--- src/rtl/assert_macros.svh ---
// Assertion macros used by the frame generator RTL.
`ifndef ASSERT_MACROS_SVH
`define ASSERT_MACROS_SVH
`ifndef SYNTHESIS
`define ASSERT_CLK(label, clk, rst, prop, msg) \
   label: assert property (@(posedge clk) disable iff (rst) (prop)) else $error(msg);
`define ASSERT_ALWAYS(label, clk, prop, msg) \
   label: assert property (@(posedge clk) (prop)) else $error(msg);
`else
`define ASSERT_CLK(label, clk, rst, prop, msg)
`define ASSERT_ALWAYS(label, clk, prop, msg)
`endif
`endif

--- src/rtl/lpfg_pkg.sv ---
// ---------------------------------------------------------------------------
// lpfg_pkg: shared types and constants of the LED pattern frame generator.
// Holds mode and register codes, and the breathing brightness table.
// ---------------------------------------------------------------------------
package lpfg_pkg;

   typedef enum logic [2:0] {
      MODE_STATIC  = 3'd0,
      MODE_RAINBOW = 3'd1,
      MODE_BREATH  = 3'd2,
      MODE_CHASE   = 3'd3,
      MODE_SPARKLE = 3'd4,
      MODE_CYCLE   = 3'd5,
      MODE_RSVD6   = 3'd6,
      MODE_RSVD7   = 3'd7
   } mode_type;

   localparam logic [2:0] REG_MODE      = 3'd0;
   localparam logic [2:0] REG_BASE      = 3'd1;
   localparam logic [2:0] REG_SLOTS     = 3'd2;
   localparam logic [2:0] REG_PAL_COUNT = 3'd3;
   localparam logic [2:0] REG_PAL_LOW   = 3'd4;
   localparam logic [2:0] REG_PAL_HIGH  = 3'd5;

   localparam int CSR_DATA_W = 48;
   localparam logic [15:0] LFSR_SEED = 16'hACE1;

   // Brightness for k = 0..60 in Q1.16, smoother-step from 0.1 to 1.0.
   function automatic logic [16:0] breath_level(input logic [5:0] k);
      longint unsigned kk, k3, k4, k5, poly, num;
      kk   = longint'(k);
      k3   = kk * kk * kk;
      k4   = k3 * kk;
      k5   = k4 * kk;
      poly = 6 * k5 + 36000 * k3 - 900 * k4;
      num  = 64'd777600000 + 9 * poly;
      breath_level = 17'((num * 65536 + 64'd3888000000) / 64'd7776000000);
   endfunction

   // The whole brightness curve, entry k in bits 17*k+16 down to 17*k.
   localparam int BREATH_STEPS = 61;

   function automatic logic [BREATH_STEPS*17-1:0] breath_table();
      logic [BREATH_STEPS*17-1:0] t;
      t = '0;
      for (int k = 0; k < BREATH_STEPS; k++) t[k*17 +: 17] = breath_level(6'(k));
      breath_table = t;
   endfunction

   localparam logic [BREATH_STEPS*17-1:0] BREATH_TABLE = breath_table();

endpackage

--- src/rtl/led_pattern_frame_generator.sv ---
// ---------------------------------------------------------------------------
// led_pattern_frame_generator
// On each frame tick, rewrites the colour memory for every slot in use and
// streams the new colours out, one slot per transfer.
// ---------------------------------------------------------------------------
//  channel   direction  payload
//  req_      in         tdata[0] tick
//  rsp_      out        tdata slot, red, green, blue; tlast last slot
//  csr_      in         wr, index, wdata
//
// Per frame, the block first builds the chase head as a bit-serial
// remainder of the frame count, then per slot does a memory read and a
// write back with output, then drains the output register and goes idle.
// A waiting transfer held back by rsp_tready stalls the slot walk. Reset
// is synchronous; the colour memory starts black by per-slot valid bits.
// One tick is taken at a time; a zero tick or a tick in static or a
// reserved mode is taken without starting a frame.
// ---------------------------------------------------------------------------
`include "assert_macros.svh"

module led_pattern_frame_generator #(
   parameter int SLOT_COUNT_MAX = 32,
   parameter int PALETTE_SIZE   = 4
) (
   input  logic        clock,
   input  logic        reset,
   input  logic        req_tvalid,
   output logic        req_tready,
   input  logic [7:0]  req_tdata,   // [0] tick
   output logic        rsp_tvalid,
   input  logic        rsp_tready,
   output logic [31:0] rsp_tdata,   // [4:0] slot, [12:5] red, [20:13] green, [28:21] blue
   output logic        rsp_tlast,   // last slot of the frame
   input  logic        csr_wr,
   input  logic [2:0]  csr_index,
   input  logic [lpfg_pkg::CSR_DATA_W-1:0] csr_wdata
);
   import lpfg_pkg::*;

   localparam int AW = (SLOT_COUNT_MAX > 1) ? $clog2(SLOT_COUNT_MAX) : 1;
   localparam int NW = $clog2(SLOT_COUNT_MAX + 1);
   localparam int PW = $clog2(PALETTE_SIZE + 1);

   typedef enum logic [2:0] {ST_IDLE, ST_MOD, ST_READ, ST_WRITE, ST_DRAIN} state_type;

   // Configuration registers.
   mode_type    mode_ff;
   logic [23:0] base_ff;
   logic [5:0]  slots_ff;
   logic [2:0]  pal_count_ff;
   logic [47:0] pal_low_ff, pal_high_ff;

   always_ff @(posedge clock) begin
      if (reset) begin
         mode_ff      <= MODE_STATIC;
         base_ff      <= '0;
         slots_ff     <= 6'd32;
         pal_count_ff <= '0;
         pal_low_ff   <= '0;
         pal_high_ff  <= '0;
      end else if (csr_wr) begin
         unique case (csr_index)
            REG_MODE:      mode_ff      <= mode_type'(csr_wdata[2:0]);
            REG_BASE:      base_ff      <= csr_wdata[23:0];
            REG_SLOTS:     slots_ff     <= csr_wdata[5:0];
            REG_PAL_COUNT: pal_count_ff <= csr_wdata[2:0];
            REG_PAL_LOW:   pal_low_ff   <= csr_wdata;
            REG_PAL_HIGH:  pal_high_ff  <= csr_wdata;
            default: ;
         endcase
      end
   end

   // Effective slot and palette counts.
   logic [NW-1:0] n_eff;
   logic [PW-1:0] pcnt;
   always_comb begin
      if (slots_ff == 6'd0) n_eff = NW'(1);
      else if (32'(slots_ff) > SLOT_COUNT_MAX) n_eff = NW'(SLOT_COUNT_MAX);
      else n_eff = NW'(slots_ff);
      if (32'(pal_count_ff) > PALETTE_SIZE) pcnt = PW'(PALETTE_SIZE);
      else pcnt = PW'(pal_count_ff);
   end

   // Colour memory with one read and one write port.
   logic [23:0]             mem [SLOT_COUNT_MAX];
   logic [SLOT_COUNT_MAX-1:0] valid_ff;
   logic [23:0]             rd_data_ff;
   logic                    mem_we;
   logic [AW-1:0]           idx_addr;
   logic [23:0]             wr_data;

   always_ff @(posedge clock) begin
      if (mem_we) mem[idx_addr] <= wr_data;
      rd_data_ff <= mem[idx_addr];
   end

   // Frame state.
   state_type     state_ff;
   logic [NW-1:0] idx_ff;
   logic [4:0]    bit_ff;       // frame count bit taken by the remainder
   logic [31:0]   frame_ff;
   logic [15:0]   lfsr_ff;
   logic [8:0]    rb_off_ff;    // 5*(frame mod 72)
   logic [6:0]    br_ff;        // frame mod 120
   logic [NW-1:0] head_ff;      // frame mod n, built one bit per cycle
   logic [4:0]    cyc_sub_ff;   // frame mod 30
   logic [3:0]    cyc_q_ff;     // (frame/30) mod 12
   logic [8:0]    hue_ff;
   logic [23:0]   breath_col_ff;
   logic          out_v_ff;
   logic [4:0]    out_slot_ff;
   logic [23:0]   out_col_ff;
   logic          out_last_ff;

   assign idx_addr = idx_ff[AW-1:0];
   assign req_tready = (state_ff == ST_IDLE);
   assign rsp_tvalid = out_v_ff;
   assign rsp_tdata  = {3'd0, out_col_ff[7:0], out_col_ff[15:8], out_col_ff[23:16],
                        out_slot_ff};
   assign rsp_tlast  = out_last_ff;

   // Current colour of the slot, black if never written.
   logic [23:0] cur;
   assign cur = valid_ff[idx_addr] ? rd_data_ff : 24'd0;

   // Remainder step: shift in the next frame count bit, subtract n if it fits.
   logic [NW:0]   head_sh;
   logic [NW-1:0] head_nx;
   always_comb begin
      head_sh = {head_ff, frame_ff[bit_ff]};
      head_nx = (head_sh >= {1'b0, n_eff}) ? NW'(head_sh - {1'b0, n_eff}) : NW'(head_sh);
   end

   // Rainbow hue colour; the ramp d*255/60 is d*17/4.
   logic [2:0]  sector;
   logic [5:0]  dd;
   logic [5:0]  rd;
   logic [7:0]  ramp;
   logic [9:0]  rprod;
   logic [23:0] hue_col;
   always_comb begin
      priority if (hue_ff >= 9'd300) begin
         sector = 3'd5;
         dd     = 6'(hue_ff - 9'd300);
      end else if (hue_ff >= 9'd240) begin
         sector = 3'd4;
         dd     = 6'(hue_ff - 9'd240);
      end else if (hue_ff >= 9'd180) begin
         sector = 3'd3;
         dd     = 6'(hue_ff - 9'd180);
      end else if (hue_ff >= 9'd120) begin
         sector = 3'd2;
         dd     = 6'(hue_ff - 9'd120);
      end else if (hue_ff >= 9'd60) begin
         sector = 3'd1;
         dd     = 6'(hue_ff - 9'd60);
      end else begin
         sector = 3'd0;
         dd     = 6'(hue_ff);
      end
      rd     = sector[0] ? 6'(7'd60 - 7'(dd)) : dd;
      rprod  = 10'(rd) * 10'd17;
      ramp   = rprod[9:2];
      unique case (sector)
         3'd0: hue_col = {8'd255, ramp, 8'd0};
         3'd1: hue_col = {ramp, 8'd255, 8'd0};
         3'd2: hue_col = {8'd0, 8'd255, ramp};
         3'd3: hue_col = {8'd0, ramp, 8'd255};
         3'd4: hue_col = {ramp, 8'd0, 8'd255};
         default: hue_col = {8'd255, 8'd0, ramp};
      endcase
   end

   // Chase distance and scaling; division by 25 is a multiply by 2622/65536.
   logic [NW:0]   chase_d_raw;
   logic [NW-1:0] chase_d;
   logic [4:0]    csq;
   logic [23:0]   chase_col;
   logic [11:0]   cr, cg, cb;
   logic [23:0]   cqr, cqg, cqb;
   always_comb begin
      chase_d_raw = {1'b0, head_ff} + {1'b0, n_eff} - {1'b0, idx_ff};
      chase_d = (chase_d_raw >= {1'b0, n_eff}) ? NW'(chase_d_raw - {1'b0, n_eff})
                                               : NW'(chase_d_raw);
      unique case (chase_d[2:0])
         3'd1: csq = 5'd16;
         3'd2: csq = 5'd9;
         3'd3: csq = 5'd4;
         default: csq = 5'd1;
      endcase
      cr  = 12'(base_ff[23:16]) * 12'(csq);
      cg  = 12'(base_ff[15:8])  * 12'(csq);
      cb  = 12'(base_ff[7:0])   * 12'(csq);
      cqr = 24'(cr) * 24'd2622;
      cqg = 24'(cg) * 24'd2622;
      cqb = 24'(cb) * 24'd2622;
      if (chase_d == '0) chase_col = base_ff;
      else if (32'(chase_d) <= 4)
         chase_col = {cqr[23:16], cqg[23:16], cqb[23:16]};
      else chase_col = 24'd0;
   end

   // Sparkle: the new LFSR value mod 100 comes from a reciprocal multiply,
   // and the fade by 4/5 divides by 5 through a multiply by 13108/65536.
   logic [15:0] lfsr_nx;
   logic [33:0] lq_prod;
   logic [9:0]  lq;
   logic [15:0] lq100;
   logic [15:0] lrem;
   logic        lit;
   logic [9:0]  sr, sg, sb;
   logic [23:0] sqr, sqg, sqb;
   logic [23:0] fade_col;
   always_comb begin
      lfsr_nx = {lfsr_ff[0] ^ lfsr_ff[2] ^ lfsr_ff[3] ^ lfsr_ff[5], lfsr_ff[15:1]};
      lq_prod = 34'(lfsr_nx) * 34'd167773;
      lq      = lq_prod[33:24];
      lq100   = 16'(lq) * 16'd100;
      lrem    = lfsr_nx - lq100;
      lit     = lrem < 16'd10;
      sr  = 10'(cur[23:16]) * 10'd4;
      sg  = 10'(cur[15:8])  * 10'd4;
      sb  = 10'(cur[7:0])   * 10'd4;
      sqr = 24'(sr) * 24'd13108;
      sqg = 24'(sg) * 24'd13108;
      sqb = 24'(sb) * 24'd13108;
      fade_col = {sqr[23:16], sqg[23:16], sqb[23:16]};
   end

   // Palette entry: (frame/30) mod count, taken from (frame/30) mod 12.
   logic [1:0]  cyc_sel;
   logic [23:0] pal_col;
   always_comb begin
      if (32'(pcnt) == 3) begin
         priority if (cyc_q_ff >= 4'd9) cyc_sel = 2'(cyc_q_ff - 4'd9);
         else if (cyc_q_ff >= 4'd6) cyc_sel = 2'(cyc_q_ff - 4'd6);
         else if (cyc_q_ff >= 4'd3) cyc_sel = 2'(cyc_q_ff - 4'd3);
         else cyc_sel = cyc_q_ff[1:0];
      end else if (32'(pcnt) == 2) begin
         cyc_sel = {1'b0, cyc_q_ff[0]};
      end else if (32'(pcnt) == 4) begin
         cyc_sel = cyc_q_ff[1:0];
      end else begin
         cyc_sel = 2'd0;
      end
      unique case (cyc_sel)
         2'd0: pal_col = pal_low_ff[23:0];
         2'd1: pal_col = pal_low_ff[47:24];
         2'd2: pal_col = pal_high_ff[23:0];
         default: pal_col = pal_high_ff[47:24];
      endcase
   end

   // New colour for the slot being written.
   always_comb begin
      unique case (mode_ff)
         MODE_RAINBOW: wr_data = hue_col;
         MODE_BREATH:  wr_data = breath_col_ff;
         MODE_CHASE:   wr_data = chase_col;
         MODE_SPARKLE: wr_data = lit ? base_ff : fade_col;
         default:      wr_data = (pcnt != '0) ? pal_col : cur;
      endcase
   end

   logic out_free;
   assign out_free = !out_v_ff || rsp_tready;
   assign mem_we   = (state_ff == ST_WRITE) && out_free;

   // Breathing colour for the frame.
   logic [6:0]  bk;
   logic [16:0] blev;
   logic [24:0] bpr, bpg, bpb;
   always_comb begin
      bk   = (br_ff < 7'd60) ? br_ff : 7'(7'd120 - br_ff);
      blev = BREATH_TABLE[11'(bk[5:0]) * 11'd17 +: 17];
      bpr  = 25'(base_ff[23:16]) * 25'(blev);
      bpg  = 25'(base_ff[15:8])  * 25'(blev);
      bpb  = 25'(base_ff[7:0])   * 25'(blev);
   end

   logic frame_go;
   assign frame_go = req_tvalid && req_tready && req_tdata[0] &&
                     mode_ff != MODE_STATIC && mode_ff != MODE_RSVD6 &&
                     mode_ff != MODE_RSVD7;

   // Slot walk sequencer and output register.
   always_ff @(posedge clock) begin
      if (reset) begin
         state_ff   <= ST_IDLE;
         idx_ff     <= '0;
         bit_ff     <= '0;
         frame_ff   <= '0;
         lfsr_ff    <= LFSR_SEED;
         rb_off_ff  <= '0;
         br_ff      <= '0;
         head_ff    <= '0;
         cyc_sub_ff <= '0;
         cyc_q_ff   <= '0;
         valid_ff   <= '0;
         out_v_ff   <= 1'b0;
      end else begin
         if (mem_we) out_v_ff <= 1'b1;
         else if (rsp_tready) out_v_ff <= 1'b0;
         unique case (state_ff)
            ST_IDLE: begin
               idx_ff <= '0;
               if (frame_go) begin
                  state_ff      <= ST_MOD;
                  bit_ff        <= 5'd31;
                  head_ff       <= '0;
                  hue_ff        <= rb_off_ff;
                  breath_col_ff <= {bpr[23:16], bpg[23:16], bpb[23:16]};
               end
            end
            ST_MOD: begin
               head_ff <= head_nx;
               if (bit_ff == 5'd0) state_ff <= ST_READ;
               else bit_ff <= 5'(bit_ff - 5'd1);
            end
            ST_READ: state_ff <= ST_WRITE;
            ST_WRITE: begin
               if (out_free) begin
                  out_slot_ff <= 5'(idx_ff);
                  out_col_ff  <= wr_data;
                  out_last_ff <= (idx_ff + NW'(1) == n_eff);
                  valid_ff[idx_addr] <= 1'b1;
                  if (mode_ff == MODE_SPARKLE) lfsr_ff <= lfsr_nx;
                  hue_ff <= (hue_ff + 9'd30 >= 9'd360) ? 9'(hue_ff + 9'd30 - 9'd360)
                                                      : 9'(hue_ff + 9'd30);
                  if (idx_ff + NW'(1) == n_eff) begin
                     state_ff <= ST_DRAIN;
                     frame_ff <= frame_ff + 32'd1;
                     // The frame count wraps to zero, and so do its residues.
                     if (frame_ff == 32'hFFFF_FFFF) begin
                        rb_off_ff  <= '0;
                        br_ff      <= '0;
                        cyc_sub_ff <= '0;
                        cyc_q_ff   <= '0;
                     end else begin
                        rb_off_ff <= (rb_off_ff == 9'd355) ? 9'd0 : 9'(rb_off_ff + 9'd5);
                        br_ff     <= (br_ff == 7'd119) ? 7'd0 : 7'(br_ff + 7'd1);
                        if (cyc_sub_ff == 5'd29) begin
                           cyc_sub_ff <= '0;
                           cyc_q_ff   <= (cyc_q_ff == 4'd11) ? 4'd0 : 4'(cyc_q_ff + 4'd1);
                        end else begin
                           cyc_sub_ff <= 5'(cyc_sub_ff + 5'd1);
                        end
                     end
                  end else begin
                     state_ff <= ST_READ;
                     idx_ff   <= idx_ff + NW'(1);
                  end
               end
            end
            default: if (out_free) state_ff <= ST_IDLE;
         endcase
      end
   end

   `ASSERT_CLK(a_write_only_walk, clock, reset, mem_we |-> state_ff == ST_WRITE, "bad write")
   `ASSERT_CLK(a_idx_range, clock, reset, state_ff != ST_IDLE |-> idx_ff < n_eff, "idx range")
   `ASSERT_CLK(a_no_accept_busy, clock, reset, state_ff != ST_IDLE |-> !req_tready, "busy")
   `ASSERT_CLK(a_out_hold, clock, reset, (rsp_tvalid && !rsp_tready) |=> rsp_tvalid, "drop")
endmodule

--- config.mk ---
export PLATFORM = sky130hd
export DESIGN_NAME = led_pattern_frame_generator
export DESIGN_NICKNAME = d
export VERILOG_FILES = /design/src/rtl/lpfg_pkg.sv /design/src/rtl/led_pattern_frame_generator.sv
export VERILOG_INCLUDE_DIRS = /design/src /design/src/rtl
export SDC_FILE = /design/constraint.sdc
export NUM_CORES = 2
export LEC_CHECK = 0
export BUFFER_PORTS_ARGS = -buffer_cell sky130_fd_sc_hd__buf_2
export CAP_MARGIN = 15
export CORE_AREA = 2 2 533 535
export DETAILED_ROUTE_END_ITERATION = 10
export DIE_AREA = 0 0 535 537
export SKIP_LAST_GASP = 1
export SYNTH_ARGS = -nofsm -noshare
export SYNTH_HDL_FRONTEND = slang
export SYNTH_SLANG_ARGS = --single-unit
--- constraint.sdc ---
create_clock -name clock -period 14.4 [get_ports clock]
set_input_delay 2.16 -clock clock [delete_from_list [all_inputs] [get_ports clock]]
set_output_delay 2.16 -clock clock [all_outputs]
set_load 0.05 [all_outputs]
# Word level (Yosys, flattened, before mapping)
# Memory sizes are Yosys's and may differ from the RTL's. A register that Yosys moved wholly into a read port is not among the register bits.
# Cells that the tools add are included.
[word_totals] in_bits=64 ram_bits=768 word_cells=235 output_inout_bits=35 n_memories=1 register_bits=321
[classes] reduce_logical=40 n_shift=1 n_mux=69 n_eq_ne=37 bitwise=5 add_sub_neg=24 magnitude_cmp=19 n_mul=16
[memory_table] name="mem" words=32 word_bits=24 read_ports=1 rd_clocked_by_memory_dff=1 wr=1 line_no="led_pattern_frame_generator.sv:86" source="logic [23:0] mem [SLOT_COUNT_MAX];"
[ops] cell="indexed part select 1037 x 12 -> 17 bit (first input constant)" count=1
[ops] cell="two-way mux 24 bit" count=5
[ops] cell="case mux 24 bit (5 select lines)" count=1
[ops] cell="case mux 24 bit (4 select lines)" count=1
[ops] cell="two-way mux 6 bit" count=14
[ops] cell="multiplier 8 x 17 -> 24 bit" count=3
[ops] cell="case mux 24 bit (3 select lines)" count=1
[ops] cell="multiplier 12 x 11 -> 23 bit (second input constant)" count=3
[ops] cell="multiplier 8 x 12 -> 20 bit (second input constant)" count=3
[ops] cell="two-way mux 9 bit" count=5
[ops] cell="== test 3 x 2 -> 1 bit (second input constant)" count=12
[ops] cell="multiplier 8 x 5 -> 12 bit" count=3
[ops] cell="multiplier 16 x 18 -> 34 bit (second input constant)" count=1
[ops] cell="adder 32 x 1 -> 32 bit (second input constant)" count=1
[ops] cell="== test 32 bit (second input constant)" count=1
[ops] cell="bitwise OR 32 bit" count=1
[ops] cell="subtractor 6 bit (second input constant)" count=5
[ops] cell="two-way mux 3 bit" count=8
[ops] cell="case mux 6 bit (2 select lines)" count=2
[ops] cell="two-way mux 5 bit" count=4
[ops] cell=">= comparator 9 x 8 -> 1 bit (second input constant)" count=2
[ops] cell=">= comparator 9 bit (second input constant)" count=2
[ops] cell="case mux 9 bit (2 select lines)" count=1
[ops] cell="AND reduction 3 bit" count=6
[ops] cell="other kinds (66)" count=125

# Longest topological paths before layout
[logic_depth] depth_word=14 depth_mapped=52 ltp_nobuf=51

# Worst setup path after synthesis
# Ideal clock, no wire load.
[synth_path] kind="register to register" startpoint="register slots_ff[1]" endpoint="memory mem[0][5], data pin" n_path_buf=1 path_stages_with_launch=47 setup_ns=0.462 arrival_time_ns=11.992 synth_period_minus_slack_ns=12.454 t_required_ns=13.938 path_slack_ns=1.946 cell_sequence="dfxtp_1 -> nor2b_1 -> inv_1 -> fa_1 -> inv_1 -> ha_1 -> a21o_1 -> a21oi_1 -> o21bai_1 -> a21oi_1 -> xnor2_1 -> ha_1 -> nand3_1 -> o2111a_1 -> nand2_1 -> mux2i_1 -> a211oi_1 -> clkbuf_1 -> [... 11 more ...] -> a21oi_1 -> xnor2_1 -> xor2_1 -> ha_1 -> ha_1 -> fa_1 -> fa_1 -> inv_1 -> fa_1 -> inv_1 -> ha_1 -> o21ai_0 -> o21ai_0 -> o31ai_1 -> o21ai_0 -> nor2_1 -> xor2_1 -> o21ai_0"
[synth_via] elab_chain_len=14 elab_cells_between_ends=20 cone_classes="3 x add/sub; 2 x mul; 3 x order compare; 3 x eq/ne; 7 x mux; 2 x reduce/logical"
[synth_lines] item="from (decl)" line_no="led_pattern_frame_generator.sv:49" source="logic [5:0] slots_ff;"
[synth_lines] item="from (signal assigned)" line_no="led_pattern_frame_generator.sv:65" source="REG_SLOTS: slots_ff <= csr_wdata[5:0];"
[synth_lines] item="greater-than comparator 6 bit" line_no="led_pattern_frame_generator.sv:79" source="else if (32'(slots_ff) > SLOT_COUNT_MAX) n_eff = NW'(SLOT_COUNT_MAX);"
[synth_lines] item="two-way mux 6 bit" line_no="led_pattern_frame_generator.sv:79"
[synth_lines] item="two-way mux 6 bit (*)" line_no="led_pattern_frame_generator.sv:78" source="if (slots_ff == 6'd0) n_eff = NW'(1);"
[synth_lines] item="adder 6 x 6 -> 7 bit" line_no="led_pattern_frame_generator.sv:183" source="chase_d_raw = {1'b0, head_ff} + {1'b0, n_eff} - {1'b0, idx_ff};"
[synth_lines] item="subtractor 7 x 6 -> 7 bit" line_no="led_pattern_frame_generator.sv:183"
[synth_lines] item="subtractor 6 bit / >= comparator 7 x 6 -> 1 bit (equally long branches)" line_no="led_pattern_frame_generator.sv:184" source="chase_d = (chase_d_raw >= {1'b0, n_eff}) ? NW'(chase_d_raw - {1'b0, n_eff})"
[synth_lines] item="two-way mux 6 bit (*)" line_no="led_pattern_frame_generator.sv:184"
[synth_lines] item="== test 3 x 2 -> 1 bit / == test 3 x 1 -> 1 bit (equally long branches)" line_no="led_pattern_frame_generator.sv:186" source="unique case (chase_d[2:0])"
[synth_lines] item="case mux 5 bit (3 select lines)" line_no="led_pattern_frame_generator.sv:186"
[synth_lines] item="multiplier 8 x 5 -> 12 bit" line_no="led_pattern_frame_generator.sv:194" source="cb = 12'(base_ff[7:0]) * 12'(csq);"
[synth_lines] item="multiplier 12 x 11 -> 23 bit" line_no="led_pattern_frame_generator.sv:197" source="cqb = 24'(cb) * 24'd2622;"
[synth_lines] item="two-way mux 24 bit" line_no="led_pattern_frame_generator.sv:199" source="else if (32'(chase_d) <= 4)"
[synth_lines] item="two-way mux 24 bit (*)" line_no="led_pattern_frame_generator.sv:198" source="if (chase_d == '0) chase_col = base_ff;"
[synth_lines] item="case mux 24 bit (4 select lines) (*)" line_no="led_pattern_frame_generator.sv:257" source="unique case (mode_ff)"
[synth_lines] item="via wr_data[5]" line_no="led_pattern_frame_generator.sv:91" source="logic [23:0] wr_data;"
[synth_lines] item="to (decl)" line_no="led_pattern_frame_generator.sv:86"
# Mark *: on every way through the listed nets, which the timed path passes. The rest lies on a longest branch.

# Worst setup path in the final report
[layout_path] startpoint="register slots_ff[1]" endpoint="memory mem[0][23], data pin"
[layout_via] elab_chain_len=14 elab_cells_between_ends=20 cone_classes="3 x add/sub; 2 x mul; 3 x order compare; 3 x eq/ne; 7 x mux; 2 x reduce/logical"
[layout_lines] item="greater-than comparator 6 bit" line_no="led_pattern_frame_generator.sv:79"
[layout_lines] item="two-way mux 6 bit" line_no="led_pattern_frame_generator.sv:79"
[layout_lines] item="two-way mux 6 bit (*)" line_no="led_pattern_frame_generator.sv:78"
[layout_lines] item="adder 6 x 6 -> 7 bit" line_no="led_pattern_frame_generator.sv:183"
[layout_lines] item="subtractor 7 x 6 -> 7 bit" line_no="led_pattern_frame_generator.sv:183"
[layout_lines] item="subtractor 6 bit / >= comparator 7 x 6 -> 1 bit (equally long branches)" line_no="led_pattern_frame_generator.sv:184"
[layout_lines] item="two-way mux 6 bit (*)" line_no="led_pattern_frame_generator.sv:184"
[layout_lines] item="== test 3 x 2 -> 1 bit / == test 3 x 1 -> 1 bit (equally long branches)" line_no="led_pattern_frame_generator.sv:186"
[layout_lines] item="case mux 5 bit (3 select lines)" line_no="led_pattern_frame_generator.sv:186"
[layout_lines] item="multiplier 8 x 5 -> 12 bit" line_no="led_pattern_frame_generator.sv:192" source="cr = 12'(base_ff[23:16]) * 12'(csq);"
[layout_lines] item="multiplier 12 x 11 -> 23 bit" line_no="led_pattern_frame_generator.sv:195" source="cqr = 24'(cr) * 24'd2622;"
[layout_lines] item="two-way mux 24 bit" line_no="led_pattern_frame_generator.sv:199"
[layout_lines] item="two-way mux 24 bit (*)" line_no="led_pattern_frame_generator.sv:198"
[layout_lines] item="case mux 24 bit (4 select lines) (*)" line_no="led_pattern_frame_generator.sv:257"
[layout_lines] item="via wr_data[23]" line_no="led_pattern_frame_generator.sv:91"
# Marked as above.

==> results.md <==
- Final #Nets: approximately 8,300
- IO buf count: approximately 90
- Root buf cell: clkbuf_16
- Setup Skew: approximately 0.051 ns
- CTS Hold Bufs: 0
- Vias/cell: 4.90
- Final setup fails: 0
- Initial drt markers: approximately 4,000
- Area Growth Syn to Fin: 12.3%
- Mapped Cells: just under 7,000
- Post-synth ARST share: 0%
- Critical Path Max Stage Delay: 0.68 ns
- Synthesized cell area: 78,600 um^2
- HP Class: reg2reg
- Slew HR: approximately 23%
- Hpwl dp: about 150 mm
- Worst-Skew Late Latency: 0.74 ns
- Core footprint: approximately 280,000 um^2
- First-pass GRT wire length: approximately 330 mm
- Die height: about 540 um
- YS warnings: 0
- H-Tree Depth: 3
- Antenna violations before repair: 12
- Flops & latches, synth: 1,113
- Starting Density: between 20% and 30%
- Slowest-stage cell, CP: xnor2_1
- Fillers: ~28,000
- Final Slew Violations: 0
- Commonest non-fill, non-tap cell in the layout: ha_1
- WS Path Type: reg2reg
- Crit-path leading delay family: adder cells
- DP Cell Count: around 10,000
- LEAKAGE: 37.7 nW
- DRT Pass-1 Iters: 7
- Die area: roughly 290,000 um^2
- DR DRC count: 0
- WP buf/inv: 8
- Compound-gate portion of the synthesized area: roughly 8%
- Unrepaired setup endpoints after global routing: false
- Final hold slack: 0.451 ns
- ANT nets after route: 0
- Slew @ Worst Pin: about 1.2 ns
- Adder-cell share of the synthesized area: around 28%
- DR WL/cell: a little under 20 um
- Startpoint types: register
- I/O pins: between 90 and 100
- Final Hold Vio Count: 0
- Peak supply drop: 0.101 mV
- Share of the synthesized area in the top cell type: 31.8%
- CP most frequent cell: ha_1
- Fmax: ~75 MHz
- CTS tree: done
- Routed via count: ~52,000
- Pwr/cell area: around 80 nW/um^2
- CTS Buffer Depth: 3
- Finished Cell Area: a little under 90,000 um^2
- Post-synthesis mux area share: under 10%
- Count of different cell masters after synthesis: between 90 and 100
- Critical Path Sink Type: register
- Total GRT Usage: between 10% and 20%
- Drt total wl: 213 mm
- Leading area contributor after synthesis: edfxtp_1
- Synth Area in Simple Gates: 10.2%
- Crit-path max FO: 33
- Number of global-route vias before repair: around 54,000
- Area contributors post-synth: edfxtp_1 (32%), fa_1 (14%), ha_1 (13%)
- Reg clk slew, reported paths: 0.06 ns
- Sequential share of the synthesized area: between 30% and 40%
- Outcome: finished, final reports clean
- CP Data Arrival Time: between 10 and 15 ns
- Post-synth top flop: edfxtp_1
- GPL Wtd Cong: around 0.9
- Xor and xnor area share after synthesis: under 10%
- Tmin final: 13.35 ns
- Post-synth EDFFs: ~830
- Clock tree sinks: roughly 1,100
- FP Rows: between 150 and 200
- Die X: between 500 and 600 um
- Period utilisation layout: between 90% and 100%
- Req. time, crit path: 14.89 ns
- GRT Residual Overflow: 0
- Largest net degree at the start of global routing: about 140
- CTS Buf Count: roughly 110
- Share of layout cells above drive strength 1: between 10 and 15%
- Layout Cells excl Fill: ~11,000
- Placed cell area: 84,300 um^2
- Largest family of logic cells by synthesized area: adder cells
- Max-cap viol count: 0
- Sum Neg Setup Slack: 0 ns
- Highest-count cells in the layout ignoring fill and taps: ha_1 (836), edfxtp_1 (831), inv_1 (817), nand2_1 (699), fa_1 (563)
- Syn avg cell area: 11.6 um^2
-- worst reg2reg max path, delay by kind of cell, from the launching register on --
family	cells	cell delay, ns
simple gates	6	1.75
flops	1	0.35
fa+ha+maj	13	4.90
compound gates	14	3.22
buf+inv	8	1.47
mux	1	0.25
xor+xnor	4	1.14
-- Yosys cell counts (41+ instances only) --
cell      instances
a21o_1           81
a21oi_1         318
a22oi_1         112
and2_1          286
buf_1            41
clkbuf_1        231
dfxtp_1         282
edfxtp_1        831
fa_1            563
ha_1            836
inv_1           817
mux4_2          226
nand2_1         699
nand3_1          61
nand4_1          58
nor2_1          325
nor3_1           58
o21ai_0         136
xnor2_1         138
xor2_1           85
-- report_power, final --
part           internal, mW  switching, mW  leakage [nW]  total [mW]
Combinational         0.235          0.396          25.8       0.631
Sequential             3.43         0.0122          10.1        3.45
Clock                  1.69           1.28          1.84        2.97
Total                  5.36           1.69          37.7        7.05
-- timing repair --
item	4_1_cts	5_1_grt
gates resized for setup	0	2
endpoints found under the setup margin	0	66
setup buffers	0	0
-- through the flow --
step	total power, mW	setup WS [ns]	util (%)
after detailed placement	4.14	0.542	30.0
after global placement	4.12	0.707	30.0
after global routing	7.29	0.0904	31.4
final	7.05	1.05	31.4
after CTS	7.10	0.524	31.3
after floorplan	3.94	1.95	-
-- final timing paths --
kind	from	to	slack, ns	cells after the start
setup / recovery	slots_ff[1]	mem[0][23]	1.05	46
hold / removal	pal_low_ff[42]	pal_low_ff[42]	0.45	2
setup reg to reg	slots_ff[1]	mem[0][23]	1.05	46
hold reg to reg	pal_low_ff[42]	pal_low_ff[42]	0.45	2
-- cells by family (layout without fill, tap and decap cells) --
group | Yosys count | in the layout
AOI/OAI and AO/OA | 975 | 975
xor gates and xnor gates | 223 | 223
adders and majority gates | 1399 | 1399
buffers and inverters | 1112 | 1280
DFF | 1113 | 1113
muxes | 279 | 279
other | 1 | 9
and+or+nand+nor | 1690 | 1690
-- sequential cells by signal, indices dropped and copies added, names as in the netlist, 5 cells and up --
| name | cells |
|---|---|
| rd_data_ff | 24 |
| out_slot_ff | 5 |
| pal_low_ff | 48 |
| rb_off_ff | 9 |
| bit_ff | 5 |
| frame_ff | 32 |
| slots_ff | 6 |
| valid_ff | 32 |
| mem | 768 |
| out_col_ff | 24 |
| hue_ff | 9 |
| pal_high_ff | 48 |
| head_ff | 6 |
| br_ff | 7 |
| base_ff | 24 |
| cyc_sub_ff | 5 |
| lfsr_ff | 16 |
| breath_col_ff | 24 |
| idx_ff | 6 |
-- area by class of cell --
type / instances / area, um^2 / area share [%]
Antenna cell: 6 / 15.0 / 0.0170
Clock inverter: 74 / 835 / 0.946
Timing Repair Buffer: 250 / 1780 / 2.02
Tap cell: 3743 / 4680 / 5.31
Inverter: 818 / 3070 / 3.48
Clock buffer: 138 / 2950 / 3.35
Multi-Input combinational cell: 4569 / 44300 / 50.2
Sequential cell: 1113 / 30600 / 34.7
-- metal layers --
layer	up-vias	track usage, %	share of wire, %
met5	-	0	0
met4	0	4.43	2.9
met3	269	1.38	5.1
met2	1445	25.7	50
met1	26800	19.2	42
li1	23900	-	-
Note: power is estimated with default switching activity, not from simulation.
